**src/sv/rmq_div.sv**
```systemverilog
// ----------------------------------------------------------------------------
// rmq_div
// Pipelined restoring divider, one quotient bit per stage.
// ----------------------------------------------------------------------------
module rmq_div #(
    parameter int QUO_W = 16,
    parameter int NUM_W = 32,
    parameter int DEN_W = 18
) (
    input  logic               i_clk,
    input  logic               i_en,
    input  logic [NUM_W-1:0]   i_num,
    input  logic [DEN_W-1:0]   i_den,
    output logic [QUO_W-1:0]   o_quo
);
    localparam int CMP_W = DEN_W + QUO_W + 1;

    logic [CMP_W-1:0] r_rem [QUO_W];
    logic [QUO_W-1:0] r_quo [QUO_W];
    logic [DEN_W-1:0] r_den [QUO_W];

    for (genvar j = 0; j < QUO_W; j++) begin : g_stage
        logic [CMP_W-1:0] w_rem_prev;
        logic [QUO_W-1:0] w_quo_prev;
        logic [DEN_W-1:0] w_den_prev;
        logic [CMP_W-1:0] w_sub;
        logic             w_ge;

        if (j == 0) begin : g_first
            assign w_rem_prev = CMP_W'(i_num);
            assign w_quo_prev = '0;
            assign w_den_prev = i_den;
        end else begin : g_next
            assign w_rem_prev = r_rem[j-1];
            assign w_quo_prev = r_quo[j-1];
            assign w_den_prev = r_den[j-1];
        end

        assign w_sub = CMP_W'(w_den_prev) << (QUO_W - 1 - j);
        assign w_ge  = (w_rem_prev >= w_sub);

        always_ff @(posedge i_clk) begin
            if (i_en) begin
                r_rem[j] <= w_ge ? (w_rem_prev - w_sub) : w_rem_prev;
                r_quo[j] <= {w_quo_prev[QUO_W-2:0], w_ge};
                r_den[j] <= w_den_prev;
            end
        end
    end

    assign o_quo = r_quo[QUO_W-1];
endmodule
```
**config.mk**
```make
export PLATFORM = sky130hd
export DESIGN_NAME = rmq_div
export DESIGN_NICKNAME = d
export VERILOG_FILES = /design/src/sv/rmq_div.sv
export SDC_FILE = /design/constraint.sdc
export NUM_CORES = 2
export LEC_CHECK = 0
export CAP_MARGIN = 15
export CORE_UTILIZATION = 50
export DETAILED_ROUTE_END_ITERATION = 16
export DONT_BUFFER_PORTS = 1
export SLEW_MARGIN = 20
export SYNTH_ARGS = -nofsm -noshare
export SYNTH_HDL_FRONTEND = slang
export SYNTH_SLANG_ARGS = --single-unit
```
**constraint.sdc**
```tcl
create_clock -name i_clk -period 10 [get_ports i_clk]
set_clock_uncertainty 0.1 [all_clocks]
set_input_delay 2 -clock i_clk [delete_from_list [all_inputs] [get_ports i_clk]]
set_output_delay 2 -clock i_clk [all_outputs]
set_load 0.05 [all_outputs]
```
==> flow_summary.ini <==
[status]
status = finished clean

[route]
vias_per_cell = 5.59
vias = 30622
routed_wl_um = 102000
wl_per_cell_um = 18.6
ant_nets = 0
drtIter0Drc = 2131
drt-pass1-iter-count = 6
drc = 0

[timing]
fin_crit_sh_pct = 46.0
tightest_slew_ps = 1090
period_needed_ps = 4600
hold_viol_final = 0
rsz0062_at_grt = false
setup_viol = 0
fmax_ghz = 0.217
fin_tns_setup_ps = 0
drv_slew = 0
relSlewSlack_pct = 27.2

[logic_synthesis]
post_synth_num_cell_types = 88
synth_area_sq_um = 48500
async_flop_share_pct = 0
ys_seq_area_share_pct = 57.6
synth_edf_count = 930
ys.warnings.count = 0
synth_nets = 4453
synth.avg_cell_area_sq_um = 11.8
yosysTopAreaCellShare_pct = 57.6
syn-instance-count = 4099
synth_area_leaders = edfxtp_1, ha_1, xnor2_1, a21oi_1, inv_1
synthFlopType = edfxtp_1
synth-seq-cells = 930
yosysTopAreaCell = edfxtp_1

[global_route]
grt_usage_pct = 20.8
overflow = 0
antenna_found_initial = 1
grt_pass1_wl_um = 161000
grt_start_max_net_pins = 931
grt_pass1_vias = 30213

[floorplanning]
core_sq_um = 95600
die_h_um = 313
ios = 68
start_util_pct = 50.7
die_w_um = 313
std_cell_rows = 113
die_area_sq_um = 98300

[pwr]
power_density_nw_per_um2 = 260
power_leakage_nw = 20.0
ir_worst_vdd_uv = 168

[setup_path]
startpoint_type = input port
ff2ff_path_depth = 11
end_kind = flip-flop
critical_path_class = input port to flip-flop
cp-endpoint = r_rem[0][31]
arrival_ps = 4920
r2r_end = r_rem[1][100]
ff2ff_setup_slack_ps = 5680
timing.rr.start = r_den[9][0]
worstSetupStartpoint = i_den[1]
cp.required_ps = 10330
crit_fanout = 20

[cts]
clk-insertion-delay-late_ps = 690
root_buffer = clkbuf_16
cts_setup_buffers = 0
cts.repair.resized = 0
tritoncts = built
cts.sinks = 930
cts_max_path_buffers = 3
cts_buffers = 98
clock_tree.htree_level_count = 3
ctsHoldBuffers = 0
clk_pin_slew_ps = 60

[min_path]
worstHoldPathType = flip-flop to flip-flop

[cells_and_area]
area_growth_pct = 9.39
drive_above_1_share_pct = 5.91
nNetsFinal = 4493
final_cell_count_no_fill = 5478
final_area_sq_um = 53100
num_antenna_cells = 0
final_common_cell = edfxtp_1
final_cell_mix = edfxtp_1, inv_1, nand2_1, ha_1, a21oi_1

[placement]
gp_congestion = 0.903
placed_area_sq_um = 49900
dp_hpwl_um = 74200
dp_cells = 5298
port_buffers = 0

[flow_run]
maxCapViolCount = 0
-- cell usage after synthesis, types with 66 or more instances --
cell type	n
a21oi_1	276
nand2_1	297
inv_1	368
xnor2_1	176
ha_1	287
clkbuf_1	66
edfxtp_1	930
a21o_1	96
o21ai_0	237
nor2_1	254
xor2_1	148
nor3_1	107
-- cells by family after synthesis --
group | synth area share [%]
AO/OA/AOI/OAI | 12.1
XOR/XNOR | 5.85
adder cells (fa/ha/maj) | 8.02
buffers and inverters | 3.52
flip-flops | 57.6
multiplexers | 1.30
AND/OR/NAND/NOR | 11.7
-- worst max-delay path, cell delays in order --
cell and delay [ps]:
inv_1 20, ha_1 260, nor2b_1 130, o21ai_0 270
a21oi_1 130, a2111oi_0 420, buf_4 210, o22a_1 220
a31oi_1 210, a21oi_4 640, mux2_2 410
-- per-stage QoR --
stage / util [%] / setup slack [ps] / hold slack (ps) / power [mW]
after global placement: 52.2 / 4290 / 301 / 10.3
after CTS: 55.3 / 5440 / 317 / 13.8
after global routing: 55.5 / 5120 / 321 / 14.7
after detailed placement: 52.2 / 4740 / 305 / 10.3
final: 55.5 / 5400 / 314 / 13.8
after floorplan: - / 5230 / 300 / 9.24
-- layer usage --
layer / vias to the layer above / global-route usage, % / part of all wire, %
met5: - / 0 / 0
met3: 209 / 3.11 / 4.0
met1: 14581 / 25.4 / 42
met4: 0 / 7.75 / 3.7
met2: 568 / 37.1 / 50
li1: 15264 / - / -
-- where the power goes --
part | switching [mW] | leakage, nW | internal, mW
logic | 2.54 | 9.64 | 1.93
registers | 0.535 | 8.96 | 5.36
clock network | 1.51 | 1.44 | 1.92
total | 4.58 | 20.0 | 9.21
-- layout make-up --
class / instances / area, sq um
multi-input combinational: 2721 / 18900
fill: 8151 / 42500
clock buffer: 127 / 2560
clock inverter: 47 / 432
tap: 1265 / 1580
inverter: 370 / 1390
sequential: 930 / 27900
timing repair buffer: 18 / 255
-- flip-flops by register name, summed over array words and instances (netlist names) --
name and count:
r_den 270, r_quo 136, r_rem 524
-- how the worst min path moves through the flow --
stage / startpoint / depth (start not counted) / endpoint
detailed placement: r_quo[0][0] / 0 / r_quo[0][17]
global placement: r_quo[7][0] / 0 / r_quo[7][17]
CTS: r_quo[6][27] / 0 / r_quo[7][12]
floorplan: r_quo[0][0] / 0 / r_quo[0][17]
global route: r_quo[6][19] / 0 / r_quo[7][4]
finish: r_quo[6][27] / 0 / r_quo[7][12]
Note: power is estimated with default switching activity, not from simulation.
