`src/sv/rmq_sqrt.sv`:
```
// ----------------------------------------------------------------------------
// rmq_sqrt
// Pipelined integer square root, one root bit per stage, floor result.
// ----------------------------------------------------------------------------
module rmq_sqrt #(
    parameter int RAD_W = 34
) (
    input  logic                 i_clk,
    input  logic                 i_en,
    input  logic [RAD_W-1:0]     i_rad,
    output logic [RAD_W/2-1:0]   o_root
);
    localparam int ROOT_W = RAD_W / 2;
    localparam int REM_W  = ROOT_W + 2;

    logic [REM_W-1:0]  r_rem  [ROOT_W];
    logic [ROOT_W-1:0] r_root [ROOT_W];
    logic [RAD_W-1:0]  r_rad  [ROOT_W];

    for (genvar j = 0; j < ROOT_W; j++) begin : g_stage
        logic [REM_W-1:0]  w_rem_prev;
        logic [ROOT_W-1:0] w_root_prev;
        logic [RAD_W-1:0]  w_rad_prev;
        logic [REM_W-1:0]  w_cur;
        logic [REM_W-1:0]  w_trial;
        logic              w_ge;

        if (j == 0) begin : g_first
            assign w_rem_prev  = '0;
            assign w_root_prev = '0;
            assign w_rad_prev  = i_rad;
        end else begin : g_next
            assign w_rem_prev  = r_rem[j-1];
            assign w_root_prev = r_root[j-1];
            assign w_rad_prev  = r_rad[j-1];
        end

        assign w_cur   = {w_rem_prev[REM_W-3:0], w_rad_prev[RAD_W-1 -: 2]};
        assign w_trial = {w_root_prev, 2'b01};
        assign w_ge    = (w_cur >= w_trial);

        always_ff @(posedge i_clk) begin
            if (i_en) begin
                r_rem[j]  <= w_ge ? (w_cur - w_trial) : w_cur;
                r_root[j] <= {w_root_prev[ROOT_W-2:0], w_ge};
                r_rad[j]  <= w_rad_prev << 2;
            end
        end
    end

    assign o_root = r_root[ROOT_W-1];
endmodule

```
`config.mk`:
```
export PLATFORM = sky130hd
export DESIGN_NAME = rmq_sqrt
export DESIGN_NICKNAME = d
export VERILOG_FILES = /design/src/sv/rmq_sqrt.sv
export SDC_FILE = /design/constraint.sdc
export NUM_CORES = 1
export LEC_CHECK = 0
export BUFFER_PORTS_ARGS = -buffer_cell sky130_fd_sc_hd__buf_2
export CAP_MARGIN = 20
export CORE_ASPECT_RATIO = 0.75
export CORE_MARGIN = 10
export CORE_UTILIZATION = 43
export CTS_BUF_LIST = sky130_fd_sc_hd__clkbuf_2 sky130_fd_sc_hd__clkbuf_4 sky130_fd_sc_hd__clkbuf_8
export DETAILED_ROUTE_END_ITERATION = 16
export GPL_TIMING_DRIVEN = 0
export SLEW_MARGIN = 0
export SYNTH_ARGS = -nofsm -noshare
export SYNTH_HDL_FRONTEND = slang
export SYNTH_SLANG_ARGS = --single-unit
```
`constraint.sdc`:
```
create_clock -name i_clk -period 3.6 [get_ports i_clk]
set_input_delay 0.72 -clock i_clk [delete_from_list [all_inputs] [get_ports i_clk]]
set_output_delay 0.72 -clock i_clk [all_outputs]
set_load 0.03 [all_outputs]
```
==> reports/qor.csv <==
metric,value,unit
drive_gt1_frac,0.106,
fin_util,0.488,
cpPeakStageDelay,0.56,ns
cp-end-kind,flip-flop,
tns,0,ns
htreeDepth,3,
regArea,20400,sq um
syn-instance-count,2350,
drc,0,
final_cell_mix,"edfxtp_1 (679), inv_1 (203), ha_1 (170)",
muxShareOfSynthArea,0.0147,
leakage,13.4,nW
maxCapViolations,0,
yosys_most_used_dff,edfxtp_1,
io_pins,53,
rows,85,
synth_compound_area_frac,0.0938,
die_height,253,um
drt_pass1_iterations,6,
async_flop_share,0,
wl,59300,um
grt_util_all_layers,0.140,
critical-path-slowest-cell,nor4_2,
clk_latency,0.72,ns
required,4.01,ns
core-area,71900,sq um
postPlaceCellArea,32900,sq um
grt_start_max_net_pins,128,
fin_nets,2724,
synth_seq_area_share,0.653,
ir_worst_vdd,0.000313,V
worst_slack,0.171,ns
cp_num_buf_inv,4,
setup_viol,0,
clock-root-buffer,clkbuf_8,
ys_ff_latch,679,
worstSetupPathType,reg2reg,
syn-num-nets,2556,
yosys_warnings,0,
finalCritPeriodShare,0.953,
dp_slack,-0.321,ns
clkTransAtPathRegs,0.06,ns
worst-slew-pin-transition,0.965,ns
multi_input_area,9970,sq um
synth_cell_type_count,81,
synthAdderAreaFrac,0.0681,
clock.fmax,0.292,GHz
status,completed,
path_cells,"inv_1, ha_1, clkbuf_1, nand4_1, nor4_2, nor3_1, o311ai_1, nor2_1, clkbuf_1, buf_2, nand2_1, o31ai_1",
powerDensity,582,nW/um^2
dieArea,83900,sq um
wl_per_cell,16.7,um
gp_routability_congestion,0.949,
synthSimpleGateAreaFrac,0.0942,
synth-edff-count,679,
clock_path_buffers,3,
crit_path_frequent_cell,clkbuf_1,
syn_area,31200,sq um
cts-buffers-inserted,108,
via_per_inst,5.28,
grt_pass1_vias,18383,
cts-hold-fix-buffers,0,
cp_top_family,simple AND/OR/NAND/NOR gates,
critical_path_arrival,3.84,ns
dp_hpwl,41600,um
cts_tree,built,
port_buffers,52,
ant_nets,0,
grt_pass1_wl,95800,um
final_area,35100,sq um
period_needed,3.43,ns
fillerInstances,6285,
post_cts_buffers,0,
drv_slew,0,
start_util,0.434,
relSlewSlack,0.355,
antenna_found_initial,3,
synth_top_family_by_area,simple AND/OR/NAND/NOR gates,
overflow,0,
min_path_type,in2reg,
clock_sinks,679,
worst_setup_path_start_kind,flip-flop,
synth_xor_xnor_area_share,0.0463,
skew,0.0296,ns
power.total,20.4,mW
final_common_cell,edfxtp_1,
avgSynthCellArea,13.3,sq um
fp.dieW,331,um
crit_fanout,10,
drt_first_iter_violations,1556,
hold_viol_final,0,
rsz0062_at_grt,false,
vias,18785,
areaGrowthSynthToFinish,12.4,%
stage by stage:
| stage | std cells | hold WS [ns] |
|---|---|---|
| 6_report | 3560 | 0.166 |
| 5_1_grt | 3560 | 0.0936 |
| 4_1_cts | 3559 | 0.0661 |
| 3_5_place_dp | 3365 | 0.405 |
| 3_3_place_gp | 3359 | 0.400 |
| 2_1_floorplan | 2350 | 0.400 |
final cells by class:
class	count	area share
Timing Repair Buffer	58	0.0124
Clock buffer	145	0.0503
Antenna cell	1	0.0000713
Clock inverter	49	0.0114
Sequential cell	679	0.581
Multi-Input combinational cell	1425	0.284
Buffer	35	0.00414
Inverter	211	0.0226
Tap cell	957	0.0341
final timing paths:
path	start	endpoint	slack [ns]	depth (start not counted)
max reg2reg	r_root[1][60]	r_rem[0][240]	0.17	12
min reg2reg	r_rad[0][381]	r_rad[0][415]	0.40	0
min	i_rad[30]	r_rad[0][30]	0.17	1
max	r_root[1][60]	r_rem[0][240]	0.17	12
cell families after synthesis:
logic type | Yosys count
flops | 679
fa+ha+maj | 170
mux | 42
compound gates | 466
other cells | 1
simple gates | 581
xor+xnor | 165
buf+inv | 246
flip-flops by register name, summed over array words and instances (netlist names):
| signal | cells |
|---|---|
| r_root | 153 |
| r_rem | 254 |
| r_rad | 272 |
report_power, final:
part | total [mW] | switching, mW | internal (mW) | leakage [nW]
Sequential | 10.3 | 0.465 | 9.83 | 6.51
Combinational | 3.56 | 2.11 | 1.45 | 5.73
Clock | 6.58 | 3.01 | 3.57 | 1.14
Total | 20.4 | 5.59 | 14.8 | 13.4
per-layer routing:
| metal | track usage | wire (um) | vias to the layer above |
|---|---|---|---|
| li1 | - | - | 9108 |
| met1 | 0.211 | 29500 | 8987 |
| met2 | 0.190 | 23700 | 554 |
| met3 | 0.0388 | 4500 | 132 |
| met4 | 0.0464 | 1510 | 4 |
| met5 | 0 | 27 | - |
cells in the mapped netlist (30+ instances only):
library cell,n,share of area
nand2b_1,30,0.0060
inv_1,203,0.024
xor2_1,69,0.019
o21a_1,42,0.010
a21o_1,31,0.0075
nand3_1,49,0.0079
xnor2_1,96,0.027
o21ai_0,64,0.010
nand2_1,134,0.016
nor2_1,131,0.016
o21ai_1,80,0.013
edfxtp_1,679,0.65
a21oi_1,122,0.020
ha_1,170,0.068
nor3_1,66,0.011
repair_timing:
item	4_1_cts	5_1_grt
pin swaps	0	0
gates resized for setup	1	16
setup endpoints to repair	14	36
No activity file was read; power rests on OpenSTA's default activity.
